===== src/design/rc_pkg.sv =====
// shared constants, types and the reciprocal table for the radix converter
package rc_pkg;

   localparam int DEPTH = 31;
   localparam int CNT_W = $clog2(DEPTH + 1);
   localparam int DEC_DIGITS = 10;
   localparam int DEC_W = $clog2(DEC_DIGITS + 1);
   localparam logic [31:0] DEC_RECIP = 32'hCCCC_CCCD;
   localparam logic [3:0] MAX_SRC_BASE = 4'd10;
   localparam logic [4:0] MIN_TGT_BASE = 5'd2;
   localparam logic [4:0] MAX_TGT_BASE = 5'd16;

   typedef struct packed {
      logic push;
      logic pop;
   } stack_ctl_type;

   // floor(2^32 / base) for the supported target bases
   function automatic logic [31:0] base_recip(input logic [4:0] base);
      logic [31:0] r;
      case (base)
         5'd2: r = 32'h8000_0000;
         5'd3: r = 32'h5555_5555;
         5'd4: r = 32'h4000_0000;
         5'd5: r = 32'h3333_3333;
         5'd6: r = 32'h2AAA_AAAA;
         5'd7: r = 32'h2492_4924;
         5'd8: r = 32'h2000_0000;
         5'd9: r = 32'h1C71_C71C;
         5'd10: r = 32'h1999_9999;
         5'd11: r = 32'h1745_D174;
         5'd12: r = 32'h1555_5555;
         5'd13: r = 32'h13B1_3B13;
         5'd14: r = 32'h1249_2492;
         5'd15: r = 32'h1111_1111;
         5'd16: r = 32'h1000_0000;
         default: r = 32'h8000_0000;
      endcase
      return r;
   endfunction

endpackage


===== src/design/rc_cell.sv =====
// one digit cell of the remainder stack
module rc_cell
   import rc_pkg::*;
(
   input  logic          clock,
   input  stack_ctl_type ctl,
   input  logic [3:0]    upper_digit,
   input  logic [3:0]    lower_digit,
   output logic [3:0]    digit
);

   logic [3:0] digit_ff;
   logic [3:0] digit_in;

   always_comb begin
      digit_in = digit_ff;
      if (ctl.push) begin
         digit_in = upper_digit;
      end else if (ctl.pop) begin
         digit_in = lower_digit;
      end
   end

   always_ff @(posedge clock) begin
      digit_ff <= digit_in;
   end

   assign digit = digit_ff;

endmodule


===== src/design/rc_digit_stack.sv =====
// row of digit cells forming a push/pop stack, top at cell zero
module rc_digit_stack
   import rc_pkg::*;
(
   input  logic          clock,
   input  stack_ctl_type ctl,
   input  logic [3:0]    push_digit,
   output logic [3:0]    top_digit
);

   logic [3:0] cell_digit [DEPTH];

   for (genvar g = 0; g < DEPTH; g++) begin : g_cell
      logic [3:0] up;
      logic [3:0] down;
      if (g == 0) begin : g_top
         assign up = push_digit;
      end else begin : g_mid
         assign up = cell_digit[g-1];
      end
      if (g == DEPTH - 1) begin : g_bot
         assign down = 4'd0;
      end else begin : g_low
         assign down = cell_digit[g+1];
      end
      rc_cell u_cell (
         .clock       (clock),
         .ctl         (ctl),
         .upper_digit (up),
         .lower_digit (down),
         .digit       (cell_digit[g])
      );
   end

   assign top_digit = cell_digit[0];

endmodule


===== src/design/radix_converter.sv =====
// radix converter top level: digit weighting, reciprocal division, digit stack
//
// usage
// - request channel: req_valid / req_stall, one beat carries coded_value,
//   source_base and target_base; a beat is taken when req_valid is high and
//   req_stall is low; req_stall is high while a conversion is in progress
// - response channel: rsp_valid / rsp_stall, one beat per output digit, most
//   significant first, rsp_last on the final one; a zero value gives a single
//   beat with rsp_digit_valid low and rsp_last high
// - flow: the request is taken, then each decimal digit (at most 10) is
//   weighted, then the value is divided by the target base once per output
//   digit (at most 31), then one beat leaves per cycle while rsp_stall is low;
//   the weighting and division loops are serial, one reciprocal multiply per step
// - a new request is taken once the last beat sits in the output register
// - a stalled response holds its beat; emission simply waits for the receiver
// - reset is synchronous and active high; it returns the block to idle and
//   drops rsp_valid; no clearing pass is needed, the stack is only read
//   where it was written in the same conversion
module radix_converter
   import rc_pkg::*;
(
   input  logic        clock,
   input  logic        reset,
   input  logic        req_valid,
   output logic        req_stall,
   input  logic [30:0] req_coded_value,
   input  logic [3:0]  req_source_base,
   input  logic [4:0]  req_target_base,
   output logic        rsp_valid,
   input  logic        rsp_stall,
   output logic [3:0]  rsp_digit,
   output logic        rsp_digit_valid,
   output logic        rsp_last
);

   typedef enum logic [2:0] {
      ST_IDLE, ST_DIG_MUL, ST_DIG_ACC, ST_DIV_MUL, ST_DIV_FIX, ST_EMIT
   } state_type;

   state_type    state_ff;
   logic [30:0]  rest_ff;
   logic [30:0]  value_ff;
   logic [30:0]  weight_ff;
   logic [3:0]   sbase_ff;
   logic [4:0]   tbase_ff;
   logic [31:0]  recip_ff;
   logic [62:0]  prod_ff;
   logic [DEC_W-1:0] ndig_ff;
   logic [CNT_W-1:0] count_ff;
   logic         rsp_valid_ff;
   logic [3:0]   rsp_digit_ff;
   logic         rsp_digit_valid_ff;
   logic         rsp_last_ff;

   // clamped request fields
   logic [3:0]   sbase_clamp;
   logic [4:0]   tbase_clamp;

   // decimal digit split, quotient by ten from the reciprocal product
   logic [27:0]  q10;
   logic [30:0]  q10_times10;
   logic [3:0]   dec_digit;

   // division by the target base with one correction step
   logic [30:0]  q_est;
   logic [30:0]  q_times_t;
   logic [30:0]  rem_raw;
   logic         rem_fix_need;
   logic [30:0]  rem_fix;
   logic [30:0]  q_fix;

   logic          out_free;
   stack_ctl_type stack_ctl;
   logic [3:0]    top_digit;

   assign sbase_clamp = (req_source_base > MAX_SRC_BASE) ? MAX_SRC_BASE : req_source_base;
   assign tbase_clamp = (req_target_base < MIN_TGT_BASE) ? MIN_TGT_BASE :
                        (req_target_base > MAX_TGT_BASE) ? MAX_TGT_BASE : req_target_base;

   assign q10         = prod_ff[62:35];
   assign q10_times10 = {q10, 3'b000} + {2'b00, q10, 1'b0};
   assign dec_digit   = 4'(rest_ff - q10_times10);

   assign q_est        = prod_ff[62:32];
   assign q_times_t    = 31'({26'd0, tbase_ff} * q_est);
   assign rem_raw      = value_ff - q_times_t;
   assign rem_fix_need = rem_raw >= {26'd0, tbase_ff};
   assign rem_fix      = rem_fix_need ? rem_raw - {26'd0, tbase_ff} : rem_raw;
   assign q_fix        = q_est + {30'd0, rem_fix_need};

   assign out_free = !rsp_valid_ff || !rsp_stall;

   // push each remainder, pop as beats leave
   always_comb begin
      stack_ctl.push = (state_ff == ST_DIV_FIX);
      stack_ctl.pop  = (state_ff == ST_EMIT) && out_free && (count_ff != '0);
   end

   rc_digit_stack u_stack (
      .clock      (clock),
      .ctl        (stack_ctl),
      .push_digit (rem_fix[3:0]),
      .top_digit  (top_digit)
   );

   always_ff @(posedge clock) begin
      if (reset) begin
         state_ff     <= ST_IDLE;
         rsp_valid_ff <= 1'b0;
         count_ff     <= '0;
         ndig_ff      <= '0;
      end else begin
         // output register drains when taken and nothing new is emitted
         if (out_free && state_ff != ST_EMIT) begin
            rsp_valid_ff <= 1'b0;
         end
         case (state_ff)
            ST_IDLE: begin
               if (req_valid) begin
                  rest_ff   <= req_coded_value;
                  value_ff  <= '0;
                  weight_ff <= 31'd1;
                  sbase_ff  <= sbase_clamp;
                  tbase_ff  <= tbase_clamp;
                  recip_ff  <= base_recip(tbase_clamp);
                  ndig_ff   <= '0;
                  count_ff  <= '0;
                  state_ff  <= ST_DIG_MUL;
               end
            end
            ST_DIG_MUL: begin
               // stop at the decimal digit limit or when no digits remain
               if (rest_ff == '0 || ndig_ff == DEC_W'(DEC_DIGITS)) begin
                  state_ff <= ST_DIV_MUL;
               end else begin
                  prod_ff  <= 63'(rest_ff) * 63'(DEC_RECIP);
                  state_ff <= ST_DIG_ACC;
               end
            end
            ST_DIG_ACC: begin
               value_ff  <= value_ff + 31'({27'd0, dec_digit} * weight_ff);
               weight_ff <= 31'({27'd0, sbase_ff} * weight_ff);
               rest_ff   <= {3'd0, q10};
               ndig_ff   <= ndig_ff + 1'b1;
               state_ff  <= ST_DIG_MUL;
            end
            ST_DIV_MUL: begin
               if (value_ff == '0 || count_ff == CNT_W'(DEPTH)) begin
                  state_ff <= ST_EMIT;
               end else begin
                  prod_ff  <= 63'(value_ff) * 63'(recip_ff);
                  state_ff <= ST_DIV_FIX;
               end
            end
            ST_DIV_FIX: begin
               value_ff <= q_fix;
               count_ff <= count_ff + 1'b1;
               state_ff <= ST_DIV_MUL;
            end
            ST_EMIT: begin
               if (out_free) begin
                  rsp_valid_ff <= 1'b1;
                  if (count_ff == '0) begin
                     // zero value: one empty-string beat
                     rsp_digit_ff       <= 4'd0;
                     rsp_digit_valid_ff <= 1'b0;
                     rsp_last_ff        <= 1'b1;
                     state_ff           <= ST_IDLE;
                  end else begin
                     rsp_digit_ff       <= top_digit;
                     rsp_digit_valid_ff <= 1'b1;
                     rsp_last_ff        <= (count_ff == CNT_W'(1));
                     count_ff           <= count_ff - 1'b1;
                     if (count_ff == CNT_W'(1)) begin
                        state_ff <= ST_IDLE;
                     end
                  end
               end
            end
            default: begin
               state_ff <= ST_IDLE;
            end
         endcase
      end
   end

   assign req_stall       = (state_ff != ST_IDLE);
   assign rsp_valid       = rsp_valid_ff;
   assign rsp_digit       = rsp_digit_ff;
   assign rsp_digit_valid = rsp_digit_valid_ff;
   assign rsp_last        = rsp_last_ff;

   // the empty-string beat is always the final one
   a_empty_is_last: assert property (@(posedge clock) disable iff (reset)
      rsp_valid_ff && !rsp_digit_valid_ff |-> rsp_last_ff)
      else $error("empty beat without last");

   // the stack never holds more digits than it has cells
   a_count_bound: assert property (@(posedge clock) disable iff (reset)
      count_ff <= CNT_W'(DEPTH))
      else $error("digit count beyond stack depth");

   // corrected remainder is a valid digit of the target base
   a_rem_range: assert property (@(posedge clock) disable iff (reset)
      state_ff == ST_DIV_FIX |-> rem_fix < {26'd0, tbase_ff})
      else $error("remainder not below target base");

endmodule

===== config.mk =====
export PLATFORM = sky130hd
export DESIGN_NAME = radix_converter
export DESIGN_NICKNAME = d
export VERILOG_FILES = /design/src/design/rc_pkg.sv /design/src/design/rc_cell.sv /design/src/design/rc_digit_stack.sv /design/src/design/radix_converter.sv
export SDC_FILE = /design/constraint.sdc
export NUM_CORES = 2
export LEC_CHECK = 0
export ABC_AREA = 1
export BUFFER_PORTS_ARGS = -buffer_cell sky130_fd_sc_hd__buf_2
export CORE_MARGIN = 1.5
export CORE_UTILIZATION = 47
export DETAILED_ROUTE_END_ITERATION = 8
export SLEW_MARGIN = 20
export SYNTH_ARGS = -nofsm -noshare
export SYNTH_HDL_FRONTEND = slang
export SYNTH_HIERARCHICAL = 1
export SYNTH_SLANG_ARGS = --single-unit

===== constraint.sdc =====
create_clock -name clock -period 12.91 [get_ports clock]
set_clock_uncertainty 0.05 [all_clocks]
set_input_delay 0.6455 -clock clock [delete_from_list [all_inputs] [get_ports clock]]
set_output_delay 0.6455 -clock clock [all_outputs]
set_load 0.01 [all_outputs]

Word-level counts from Yosys, hierarchy flattened:

Memory sizes are Yosys's and may differ from the RTL's. A register that Yosys moved wholly into a read port is not among the register bits.
Cells that the tools add are included.

* bits of input ports: 44
* register bits after elaboration: 308
* ROM bits: 1024
* memories kept: 1
* logic and storage cells: 197

* magnitude comparators: 4
* bitwise operators: 1
* muxes and demuxes: 91
* reductions and logical operators: 27
* add/subtract/negate cells: 9
* $mul: 5
* equality and inequality tests: 15

Memories
* (no name shown): depth 32, width 32, read ports 1, clocked after Yosys merged registers in 1, wr ports 0, RTL line rc_pkg.sv:21 `case (base)`

Operators by type and width (number)
* 4-bit 2-to-1 mux: 64
* 63-bit 2-to-1 mux: 2
* 63-bit one-hot mux with 2 select lines: 1
* 31-bit one-hot mux with 2 select lines: 2
* 31-bit 2-to-1 mux: 3
* 31-bit one-hot mux with 3 select lines: 1
* 31-bit by 32-bit multiplier with 63-bit output: 1
* 31-bit by 32-bit multiplier with 63-bit output, second input constant: 1
* 31-bit logical NOT: 2
* 4-bit by 31-bit multiplier with 31-bit output: 2
* 31-bit by 1-bit adder with 31-bit output: 1
* 31-bit adder: 1
* 31-bit by 5-bit greater-or-equal comparator with 1-bit output: 1
* 5-bit by 31-bit multiplier with 31-bit output: 1
* 31-bit subtractor: 1
* 5-bit 2-to-1 mux: 5
* 3-bit one-hot mux with 6 select lines: 1
* 5-bit one-hot mux with 3 select lines: 1
* 3-bit AND reduction: 5
* 3-bit 2-to-1 mux: 4
* 2-bit inequality test, second input constant: 5
* 3-bit nonzero test: 3
* 4-bit one-hot mux with 2 select lines: 1
* 4-bit AND reduction: 2
* other kinds (26): 41

Depth between registers and ports, before layout:

* depth after elaboration: 6
* depth in mapped cells: 44
* depth with buffers taken out: 43

Cells and area by module:

The synthesis kept the hierarchy.

By module, submodules not included
* radix_converter: area each 66217.3 sq um, seq. area each 5094.9 sq um, cells each 8320, instances 1
* rc_cell: area each 175.2 sq um, seq. area each 120.1 sq um, cells each 18, instances 31
* rc_digit_stack: area each 3.8 sq um, seq. area each 0.0 sq um, cells each 1, instances 1

Worst setup path before layout:

No wires, ideal clock.

* kind: register to register
* start: register value_ff[8]
* end: register prod_ff[47], data pin
* stages on the path, launching flop included: 25
* setup time: 254 ps
* arrival time: 6436 ps
* setup slack: 6170 ps
* data required time: 12606 ps
* period minus slack after synthesis: 6740 ps
* cells stage by stage: edfxtp_1 clkbuf_1 nand2_1 inv_1 fa_1 fa_1 fa_1 inv_1 fa_1 inv_1 fa_1 fa_1 fa_1 inv_1 fa_1 inv_1 ha_1 a21oi_1 o21ai_0 a21oi_1 nor2_1 a2111oi_0 nand3_1 nand3_1 nand2_1

* cells in the longest elaborated chain, start to end: 3

Ends and longest elaborated chain
* start: declaration: RTL line radix_converter.sv:42 `logic [30:0] value_ff;`
* start signal: assignment: RTL line radix_converter.sv:141 `value_ff <= value_ff + 31'({27'd0, dec_digit} * weight_ff);`
* start signal: assignment: RTL line radix_converter.sv:156 `value_ff <= q_fix;`
* 31-bit by 32-bit multiplier with 63-bit output: RTL line radix_converter.sv:151 `prod_ff <= 63'(value_ff) * 63'(recip_ff);`
* 63-bit 2-to-1 mux: RTL line radix_converter.sv:148 `if (value_ff == '0 || count_ff == CNT_W'(DEPTH)) begin`
* 63-bit one-hot mux with 2 select lines: RTL line radix_converter.sv:117 `case (state_ff)`
* end signal: assignment: RTL line radix_converter.sv:136 `prod_ff <= 63'(rest_ff) * 63'(DEC_RECIP);`
* end signal: assignment: RTL line radix_converter.sv:151
* end: declaration: RTL line radix_converter.sv:47 `logic [62:0] prod_ff;`

Every way passes these cells. The select of a mux whose other input is x is not followed.
A chain may end at the register's enable or synchronous reset.

Worst setup path in the final report:

* start: register value_ff[19]
* end: register prod_ff[47], data pin

Same word-level chain as after synthesis.

==> reports/results.txt <==
GRT Util Overall -> 0.3226
Via-to-Cell Ratio -> 5.320
Final antenna-violating net count -> 0
Starting Density -> 0.4722
P&R area growth vs syn -> 5.403%
Hold WC Path Type -> in2reg
TritonCTS clock tree -> yes
Slew @ Worst Pin -> 1270 ps
Gp weighted congestion -> 1.076
Critical path class -> reg2reg
Sequential share of the synthesized area -> 0.1231
Critical hold path startpoint -> req_source_base[3]
Worst r2r path cells -> 24
DIE HEIGHT -> 393.4 um
Syn Area/Cell -> 8.070 um2
Vias in the first global route -> 59,876
Vias -> 57,955
Largest net degree at the start of global routing -> 97
Max-Cap Viols -> 0
Area of the core -> 0.1517 mm2
Setup TNS -> 0 ps
Fin nets -> 10,913
FF-to-FF Start -> value_ff[19]$_SDFFCE_PN0P_
Detail Placement HPWL -> 206,700 um
Endpoints failing hold -> 0
CP Launch Type -> flop
Num rows -> 143
CTS buffer count -> 39
Most used DFF post-synth -> edfxtp_1
Final slew viol count -> 0
RSZ-0062 raised after global routing -> false
Reg-to-reg slack, setup -> 4330 ps
Critical path data arrival time -> 8900 ps
Worst setup endpoint -> prod_ff[47]$_DFFE_PP_
Syn Std Cell Area -> 0.07165 mm2
Worst Path Required -> 13,220 ps
Pre-antenna DRT Iters -> 8
Layout fillers -> 15,083
Commonest cells after routing, fill and taps aside -> inv_1, nand2_1, fa_1
Clk sink count -> 298
Largest area contributor in the synthesized netlist -> fa_1
Minimum clock period -> 8583 ps
Endpoint class of the critical path -> flop
Yosys cell types -> 60
WL/cell -> 22.65 um
Critical path origin -> value_ff[19]$_SDFFCE_PN0P_
Remaining DRCs -> 0
Status -> finished, final reports clean
Clk slew on worst S/H paths -> 70 ps
H-tree depth -> 2
Final setup fails -> 0
Die width -> 393.4 um
Ant. Diodes -> 0
I/O pin count -> 52
Root buffer cell -> clkbuf_16
Layout cells sized above 1 -> 0.03328
Fin crit share -> 0.6649
Total Routed Length -> 246,700 um
Slew headroom -> 0.1317
CP Max Fanout -> 19
PostCTS Resize Cnt -> 0
Share of the synthesized area in the top cell type -> 0.3783
Worst-skew pair later-pin latency -> 620 ps
Die area -> 0.1548 mm2
Setup Fix Bufs, Post-CTS -> 0
Hold_buf cts -> 0
GR Overflow Total -> 0
Synthesized instance count -> 8,879
Worst R2R End -> prod_ff[47]$_DFFE_PP_
Post-synth EDFFs -> 285
First-pass GRT wire length -> 374,100 um
Clock buffer depth -> 3
Buffers on Ports -> 51
Initial antenna violation count -> 6
DR iter-0 viols -> 5,398
Fmax -> 0.1165 GHz
Synth top area cells -> fa_1, inv_1, edfxtp_1
Most common cell after layout, fill and taps aside -> inv_1
Ys async rst share -> 0
Warnings, synthesis -> 6
FF+latch count, synth -> 298
==> area by class of cell <==
| cell class | count | area (um2) | area share |
|---|---|---|---|
| multi-input combinational | 5992 | 53140 | 0.7036 |
| inverter | 2374 | 8911 | 0.1180 |
| sequential | 298 | 8818 | 0.1168 |
| tap | 2030 | 2540 | 0.03363 |
| clock buffer | 46 | 1022 | 0.01354 |
| timing repair buffer | 129 | 840.8 | 0.01113 |
| clock inverter | 24 | 252.7 | 0.003347 |
==> synth_stat cells, types with 48 or more instances <==
cell type	count
a21oi_1	326
clkbuf_1	188
edfxtp_1	285
fa_1	1354
ha_1	681
inv_1	2337
nand2_1	2155
nand3_1	183
nand4_1	48
nor2_1	515
nor3_1	72
o21ai_0	263
==> metrics by stage <==
step | std cells | utilization | setup WS, ps | hold WS, ps | instance area, um2
2_1_floorplan | 8882 | - | 6170 | 398.9 | 71660
3_3_place_gp | 10823 | 0.4894 | 4517 | 420.3 | 74250
3_5_place_dp | 10823 | 0.4894 | 4581 | 421.6 | 74250
4_1_cts | 10893 | 0.4978 | 4555 | 150.0 | 75520
5_1_grt | 10893 | 0.4978 | 4139 | 176.9 | 75520
6_report | 10893 | 0.4978 | 4327 | 191.2 | 75520
==> per-layer routing <==
layer  vias up  global-route usage  share of wire
li1      26439                   -              -
met1     28614              0.4486           0.42
met2      2381              0.4977           0.44
met3       517             0.05003          0.081
met4         4              0.1462          0.056
met5         -                   0       0.000097
==> cell families after synthesis <==
kind of cell	share of synthesized area
AND/OR/NAND/NOR	0.1760
buffers and inverters	0.1361
AO/OA/AOI/OAI	0.05993
XOR/XNOR	0.007561
adder cells (fa/ha/maj)	0.4972
other	0.00005234
flip-flops	0.1231
==> sequential cells by signal (all words and copies together) (netlist names), 3 cells and up, named ones only <==
name / cells
u_stack/g_cell.u_cell/digit: 124
prod_ff: 31
rest_ff: 31
value_ff: 31
weight_ff: 31
recip_ff: 22
count_ff: 5
tbase_ff: 5
ndig_ff: 4
rsp_digit: 4
sbase_ff: 4
state_ff: 3
==> how the worst min path moves through the flow <==
stage,end,depth (start not counted)
after floorplan,ndig_ff[3]$_SDFFE_PP0P_,2
after global placement,ndig_ff[3]$_SDFFE_PP0P_,2
after detailed placement,ndig_ff[3]$_SDFFE_PP0P_,2
after CTS,sbase_ff[3]$_SDFFCE_PN1P_,1
after global routing,sbase_ff[3]$_SDFFCE_PN1P_,1
final,sbase_ff[3]$_SDFFCE_PN1P_,1
==> worst max-delay path, stage by stage (launching register included) <==
cell       delay [ps]
edfxtp_1          780
buf_4             460
nand2_1           250
fa_1              600
inv_1              50
fa_1              480
inv_1              50
fa_1              500
inv_1              70
fa_1              540
inv_1              50
fa_1              480
inv_1              60
fa_1              480
fa_1              480
ha_1              340
ha_1              400
nand2_1           100
nand2_1            70
a31oi_1           190
o21ai_0           240
a2111oi_0        1130
nand3_1           150
nand3_1           250
nand2_1            70
Power is left out: the tool's default activity adds up to more than one toggle a clock period on the data nets, which glitch-free logic cannot reach.
